### src/sv/cfd_pkg.sv
`default_nettype none

package cfd_pkg;

  localparam logic [1:0] ST_OK   = 2'd0;
  localparam logic [1:0] ST_FEW  = 2'd1;
  localparam logic [1:0] ST_OVF  = 2'd2;
  localparam logic [1:0] ST_ZERO = 2'd3;

  localparam int unsigned COORD_W = 12;
  localparam int unsigned TRIG_W  = 16;
  localparam int unsigned PROD_W  = 29;
  localparam int unsigned A_W     = 32;
  localparam int unsigned MAG_W   = 32;
  localparam int unsigned SQ_W    = 64;
  localparam int unsigned RATIO_W = 16;
  localparam int unsigned DIV_NW  = MAG_W + 12;
  localparam int unsigned DIV_DW  = MAG_W;

  localparam longint unsigned Q30_ONE     = 64'd1073741824;
  localparam longint unsigned PI_HALF_Q30 = 64'd1686629713;

  typedef struct packed {
    logic pt_acc;
    logic check;
    logic div_phase;
    logic scan_init;
    logic scan_step;
    logic mag_abs;
    logic sq_a;
    logic sq_b;
    logic sqrt_init;
    logic sqrt_step;
    logic mag_store;
    logic zero_check;
    logic div_ratio;
    logic out_load;
    logic clear;
  } cmd_t;

  typedef struct packed {
    logic final_pt;
    logic err;
    logic scan_last;
    logic pipe_busy;
    logic div_done;
    logic sqrt_done;
    logic k_last;
    logic ok;
    logic out_free;
  } sts_t;

  // Q1.15 sine of a 16-bit turn fraction, evaluated at elaboration time.
  function automatic logic signed [15:0] sine_q15(input int unsigned u_in);
    longint unsigned u;
    longint unsigned quad;
    longint unsigned r;
    longint unsigned y;
    longint unsigned y2;
    longint unsigned t;
    longint unsigned s;
    longint unsigned q;
    logic signed [15:0] qs;
    u = longint'(u_in) & 64'hFFFF;
    quad = u >> 14;
    r = u & 64'h3FFF;
    if (quad[0]) begin
      r = 64'd16384 - r;
    end
    y = ((r << 16) * PI_HALF_Q30) >> 30;
    y2 = (y * y) >> 30;
    t = Q30_ONE - y2 / 64'd72;
    t = Q30_ONE - ((y2 * t) >> 30) / 64'd42;
    t = Q30_ONE - ((y2 * t) >> 30) / 64'd20;
    t = Q30_ONE - ((y2 * t) >> 30) / 64'd6;
    s = (y * t) >> 30;
    q = (s + 64'd16384) >> 15;
    if (q > 64'd32767) begin
      q = 64'd32767;
    end
    qs = 16'(q);
    return (quad >= 64'd2) ? -qs : qs;
  endfunction

endpackage

`default_nettype wire

### src/sv/cfd_ctrl.sv
`default_nettype none

module cfd_ctrl (
  input  wire logic          clk_i,
  input  wire logic          rst_ni,
  input  wire logic          in_valid_i,
  output logic               in_ready_o,
  input  wire cfd_pkg::sts_t sts_i,
  output cfd_pkg::cmd_t      cmd_o
);

  typedef enum logic [3:0] {
    S_LOAD, S_CHECK, S_PH_DIV, S_PH_WAIT, S_SCAN, S_DRAIN, S_ABS, S_SQ_A,
    S_SQ_B, S_SQ_INIT, S_SQRT, S_STORE, S_ZCHK, S_EMIT, S_RAT_WAIT, S_PUT
  } state_e;

  state_e state_q, state_d;

  always_ff @(posedge clk_i or negedge rst_ni) begin
    if (!rst_ni) begin
      state_q <= S_LOAD;
    end else begin
      state_q <= state_d;
    end
  end

  always_comb begin
    cmd_o   = '0;
    state_d = state_q;
    unique case (state_q)
      S_LOAD: begin
        if (in_valid_i) begin
          cmd_o.pt_acc = 1'b1;
          if (sts_i.final_pt) state_d = S_CHECK;
        end
      end
      S_CHECK: begin
        cmd_o.check = 1'b1;
        state_d = sts_i.err ? S_ZCHK : S_PH_DIV;
      end
      S_PH_DIV: begin
        cmd_o.div_phase = 1'b1;
        state_d = S_PH_WAIT;
      end
      S_PH_WAIT: begin
        if (sts_i.div_done) begin
          cmd_o.scan_init = 1'b1;
          state_d = S_SCAN;
        end
      end
      S_SCAN: begin
        cmd_o.scan_step = 1'b1;
        if (sts_i.scan_last) state_d = S_DRAIN;
      end
      S_DRAIN: begin
        if (!sts_i.pipe_busy) state_d = S_ABS;
      end
      S_ABS: begin
        cmd_o.mag_abs = 1'b1;
        state_d = S_SQ_A;
      end
      S_SQ_A: begin
        cmd_o.sq_a = 1'b1;
        state_d = S_SQ_B;
      end
      S_SQ_B: begin
        cmd_o.sq_b = 1'b1;
        state_d = S_SQ_INIT;
      end
      S_SQ_INIT: begin
        cmd_o.sqrt_init = 1'b1;
        state_d = S_SQRT;
      end
      S_SQRT: begin
        if (sts_i.sqrt_done) begin
          state_d = S_STORE;
        end else begin
          cmd_o.sqrt_step = 1'b1;
        end
      end
      S_STORE: begin
        cmd_o.mag_store = 1'b1;
        state_d = sts_i.k_last ? S_ZCHK : S_PH_DIV;
      end
      S_ZCHK: begin
        cmd_o.zero_check = 1'b1;
        state_d = S_EMIT;
      end
      S_EMIT: begin
        if (sts_i.ok) begin
          cmd_o.div_ratio = 1'b1;
          state_d = S_RAT_WAIT;
        end else begin
          state_d = S_PUT;
        end
      end
      S_RAT_WAIT: begin
        if (sts_i.div_done) state_d = S_PUT;
      end
      S_PUT: begin
        if (sts_i.out_free) begin
          cmd_o.out_load = 1'b1;
          if (sts_i.k_last) begin
            cmd_o.clear = 1'b1;
            state_d = S_LOAD;
          end else begin
            state_d = S_EMIT;
          end
        end
      end
      default: state_d = S_LOAD;
    endcase
  end

  assign in_ready_o = state_q == S_LOAD;

endmodule

`default_nettype wire

### config.mk
export PLATFORM = sky130hd
export DESIGN_NAME = cfd_ctrl
export DESIGN_NICKNAME = d
export VERILOG_FILES = /design/src/sv/cfd_pkg.sv /design/src/sv/cfd_ctrl.sv
export SDC_FILE = /design/constraint.sdc
export NUM_CORES = 1
export LEC_CHECK = 0
export ABC_AREA = 0
export BUFFER_PORTS_ARGS = -buffer_cell sky130_fd_sc_hd__buf_2
export CAP_MARGIN = 20
export CORE_MARGIN = 8
export CORE_UTILIZATION = 30
export DETAILED_ROUTE_END_ITERATION = 7
export PLACE_DENSITY = 0.59
export SLEW_MARGIN = 20
export SYNTH_ARGS = -nofsm -noshare
export SYNTH_HDL_FRONTEND = slang
export SYNTH_SLANG_ARGS = --single-unit
export TNS_END_PERCENT = 10
### constraint.sdc
create_clock -name clk_i -period 2.2 [get_ports clk_i]
set_input_delay 0.33 -clock clk_i [delete_from_list [all_inputs] [get_ports clk_i]]
set_output_delay 0.33 -clock clk_i [all_outputs]
set_load 0.02 [all_outputs]
### Word level (Yosys, flattened, before mapping)

Cells that the tools add are included.

| cells by class | value |
|---|---|
| div/mod/pow operators | 0 |
| multiply operators | 0 |
| muxes and demuxes | 33 |
| $lt $le $gt $ge | 0 |
| bitwise logic cells | 0 |
| eq/ne operators | 23 |
| shift operators | 0 |
| reduce and logical (&&, ||, !) cells | 2 |
| add/subtract/negate cells | 0 |

Operators by type and width:

| operator | count |
|---|---|
| 4-bit one-hot mux with 16 select lines | 1 |
| 4-bit 2-to-1 mux | 11 |
| 4-bit equality test, second input constant | 8 |
| 1-bit 2-to-1 mux | 19 |
| 4-bit by 3-bit equality test with 1-bit output, second input constant | 4 |
| 2-bit != test, second input constant | 7 |
| 4-bit by 2-bit equality test with 1-bit output, second input constant | 2 |
| 8-bit AND reduction | 1 |
| 4-bit by 1-bit equality test with 1-bit output, second input constant | 1 |
| 4-bit zero test | 1 |
| 2-bit 2-to-1 mux | 2 |
| 2-bit by 1-bit != test with 1-bit output, second input constant | 1 |

| storage, ports and cells | value |
|---|---|
| logic and storage cells | 59 |
| latch bits | 0 |
| memory bits (writable) | 0 |
| bits in registers | 4 |
| ROM bits | 0 |
| memories kept | 0 |
| bits of input ports | 12 |

### Logic depth before layout (Yosys ltp)

| logic depth | value |
|---|---|
| depth in word-level cells | 3 |
| gate-level depth with buffers | 5 |

### Worst setup path before layout

Ideal clock, no wire load.

| timing | value |
|---|---|
| path kind | register to register |
| from | reg state_q[1] |
| to | reg state_q[3] |
| path slack | 0.378 ns |
| buffers on the path | 1 |
| period minus slack after synthesis | 1.822 ns |
| cell stages (with the launch flop) | 6 |
| arrival | 1.697 ns |
| cell sequence | dfrtp_1 -> buf_2 -> nor4_2 -> a32o_2 -> a311oi_4 -> mux2_4 |

| on the way | value |
|---|---|
| cells in the longest elaborated chain, start to end | 3 |

RTL lines:

| what | line | text |
|---|---|---|
| start, declared | cfd_ctrl.sv:17 | `state_e state_q, state_d;` |
| start signal, assigned | cfd_ctrl.sv:23 | `state_q <= state_d;` |
| 4-bit zero test (*) | -- |  |
| via in_ready_o | cfd_ctrl.sv:7 | `output logic in_ready_o,` |
| 2-bit by 1-bit != test with 1-bit output (no source line) / 2-bit != test (equally long branches) | -- |  |
| 8-bit AND reduction (no source line) | -- |  |

Mark *: on every way through the listed nets, which the timed path passes. The rest lies on a longest branch.
A chain may end at the register's enable or synchronous reset.

==> results.txt <==
The number of max-cap violations is 0. The area growth from synthesis to final layout was 32.3%; the initial core utilization was 31.8%. The largest registers in the layout are state_q x4. For this block, the via count after detailed routing is 602.

The logs give 0.375 ns for the worst slack at placement and 3460 sq um for the die area. In this run the core area contains 15 standard-cell rows. Entering global routing, the biggest net connects 15 pins. Counting along the longest clock path gives a buffer depth of 2.

The tightest min-delay check is of the in2async type. The core region is 1730 sq um. The worst setup path is launched from a flip-flop.

The horizontal die dimension was 58.8 um; the number of vias per cell was 4.98. Across all setup checks in the final design, the least slack found is 0.211 ns. The tools report the number of sinks on the clock net as 4. The number of nets in the final layout was 110.

The number of fillers in the final layout was 188; the count of nets left with antenna violations after detail routing was 0. By startpoint and endpoint, the worst setup path is classified as reg2out. Once layout is complete, the cells apart from fillers number 121. Cell internal power was estimated by the tool at 0.498 mW.

Dividing the detail-routed wire length by the instance count gives 12.7 um. At the pin with the least slew margin, the transition time is 0.384 ns. The repair_antennas step left the layout with diodes totalling 0. The final number of max-transition violations is 0, and the power density over the cells is 1450 nW/um^2. Cells fill 42.1% of the core in the end. After clock tree synthesis, the clock-pin slew on the worst setup and hold paths is 0.04 ns. The worst path uses 90.4% of the clock period. The HPWL reported at the end of detailed placement was 1260 um; the sequential share of the synthesized area was 18.2%.

After synthesis the netlist holds a flip-flop and latch count of 4. The final setup skew is 0.000975 ns, and the count of hold buffers inserted by post-cts repair is 1. Along the worst path, the maximum fanout reaches 13. For this run the aggregate overflow at the end of global routing stands at 0. Element type at the critical path end: a primary output.

The first global-routing pass estimated 2500 um of wire. For the via count of the first global-routing pass, the log shows 570. Setup slack on the worst reg-to-reg path comes out at 0.37 ns. The congestion estimate from routability-driven global placement came to 0.867. Setup violations remaining at the end of the flow were counted as 0. Summed over all cells, the static leakage comes to 0.367 nW. The gate count of the mapped netlist is 68, and the switching power is 0.554 mW. The number of setup buffers added after CTS is 0. The flow ran to the end, and the final reports show no timing, DRC or antenna violations.

The post-synth net total was 80; the die height was 58.8 um. For this block, the initial DRC count from the detailed router was 11. In this run switching power makes up 52.7% of total power.

The run gives 0.23 ns as the clock latency at the later pin of the worst-skew pair. The run gives 0.432 ns as the worst hold slack after final layout. The worst path in the final design needs a cycle of 1.99 ns, including I/O delays and setup. The share of cells above drive strength 1 is 41.7%.

Setup repair after global routing left no endpoint under its margin. The design draws 1.05 mW. The finished cells cover 727 sq um. More flip-flops sit in one register than any other, and that register is state_q. Summed over all failing endpoints, the final setup total negative slack is 0 ns. The worst ir drop on vdd is 0.494 mV.

The number of flip-flops in the largest register works out to 4. Averaged over all synthesized cells, the footprint is 8.08 sq um. The number of remaining DRC errors was 0; the total routed wirelength was 1530 um. Once placement completed, the tool counted placed cells totaling 117. The netlist uses 32 different library cells. The H-tree level count came out at 1. The combinational group share of total power was 70.4%; the number of buffer cells added on primary ports was 27. Required time at the endpoint of the critical path: 1.87 ns. Timing would allow up to 503 MHz. In this run, the clock network consumes 8.4% of the power. TritonCTS built the clock tree. The number of optimization iterations in the first detailed-route pass came out at 4.

Per report_power, the sequential group accounts for 21.3% of the total. For this design the top-level I/O count stands at 28. Summing all placed instances gives a cell area of 694 sq um. In this run, CTS created clock tree buffers numbering 3.

The headroom to the max-slew limit was 74.4%; the count of cells resized by post-cts repair was 0. For the worst endpoint data arrival time, the log shows 1.66 ns. The clock tree root driver cell was sky130_fd_sc_hd__clkbuf_4. The number of antenna violations at the first check in global routing came out at 0. For this run, the number of Yosys warnings is 0.

The global-route usage over all layers was 8.75%; the netlist area before placement was 549 sq um. The final hold violation count came out at 0.
cells in the mapped netlist, drive strengths merged:
master,number,area [sq um]
and3,1,6.26
mux2,2,26.3
or3,1,7.51
o221ai,1,8.76
o21ai,1,5.00
dfrtp,4,100
o22ai,2,12.5
a32o,1,11.3
buf,5,36.3
nor2b,1,6.26
o31ai,1,21.3
nand3b,1,7.51
o21a,1,7.51
mux2i,3,30.0
a21oi,3,26.3
a311oi,1,26.3
nor4,1,12.5
a31oi,3,18.8
nor3,7,35.0
nand2b,4,25.0
or2b,1,7.51
or3b,1,8.76
nand2,6,22.5
nor2,6,22.5
and4,1,8.76
nor3b,2,15.0
and2,3,18.8
inv,4,15.0
layer usage:
layer / share of wire (%) / global-route usage [%]
met1: 42 / 10.4
met2: 50 / 14.6
met3: 8.0 / 2.39
met4: 0 / 3.07
met5: 0 / 0
layout by cell type (no fill, tap or decap), types with 2 or more instances in the layout:
| master | synthesis | layout |
|---|---|---|
| sky130_fd_sc_hd__buf_4 | 0 | 2 |
| sky130_fd_sc_hd__o22ai_1 | 2 | 2 |
| sky130_fd_sc_hd__and2_1 | 3 | 3 |
| sky130_fd_sc_hd__nor2_1 | 6 | 6 |
| sky130_fd_sc_hd__nand2_1 | 6 | 6 |
| sky130_fd_sc_hd__nand2b_1 | 4 | 4 |
| sky130_fd_sc_hd__mux2i_1 | 3 | 3 |
| sky130_fd_sc_hd__buf_2 | 2 | 27 |
| sky130_fd_sc_hd__a21oi_1 | 2 | 2 |
| sky130_fd_sc_hd__nor3b_1 | 2 | 2 |
| sky130_fd_sc_hd__a31oi_1 | 3 | 3 |
| sky130_fd_sc_hd__dfrtp_1 | 4 | 4 |
| sky130_fd_sc_hd__nor3_1 | 7 | 7 |
| sky130_fd_sc_hd__clkbuf_4 | 0 | 3 |
| sky130_fd_sc_hd__inv_1 | 4 | 4 |
area by class of cell:
class                           instances  area (sq um)  share of cell area [%]
Sequential cell                         4           100                    13.8
Timing Repair Buffer                   30           160                    22.0
Clock buffer                            3          22.5                    3.10
Multi-Input combinational cell         55           398                    54.7
Inverter                                4          15.0                    2.07
Tap cell                               25          31.3                    4.30
path summary, 6_finish.rpt:
path | start | to | cells past startpoint
max | state_q[2]$_DFFE_PN0P_ | cmd_o[0] | 5
min | rst_ni | state_q[3]$_DFFE_PN0P_ | 2
max reg2reg | state_q[0]$_DFFE_PN0P_ | state_q[3]$_DFFE_PN0P_ | 4
min reg2reg | state_q[1]$_DFFE_PN0P_ | state_q[1]$_DFFE_PN0P_ | 2
max in group asynchronous | rst_ni | state_q[1]$_DFFE_PN0P_ | 2
min in group clk_i | sts_i[8] | state_q[1]$_DFFE_PN0P_ | 4
worst max-delay path, cell delays in order, from the launching register on:
cell,delay (ns)
sky130_fd_sc_hd__dfrtp_1,0.56
sky130_fd_sc_hd__inv_1,0.24
sky130_fd_sc_hd__nor2_1,0.16
sky130_fd_sc_hd__and3_1,0.18
sky130_fd_sc_hd__and2_1,0.12
sky130_fd_sc_hd__buf_2,0.16
power groups by stage:
stage	sequential, mW	clock (mW)	combinational (mW)
CTS	0.226	0.0907	0.744
global placement	0.225	0	0.742
global route	0.238	0.0979	0.811
finish	0.224	0.0881	0.740
detailed placement	0.227	0	0.743
floorplan	0.148	0	0.673
kinds of logic after synthesis:
family                 count (synthesis)  share of synthesized area [%]
and+or+nand+nor                       36                           37.1
DFF                                    4                           18.2
muxes                                  5                           10.2
buffers and inverters                  9                           9.34
AOI/OAI and AO/OA                     14                           25.1
Note: power is estimated with default switching activity, not from simulation.
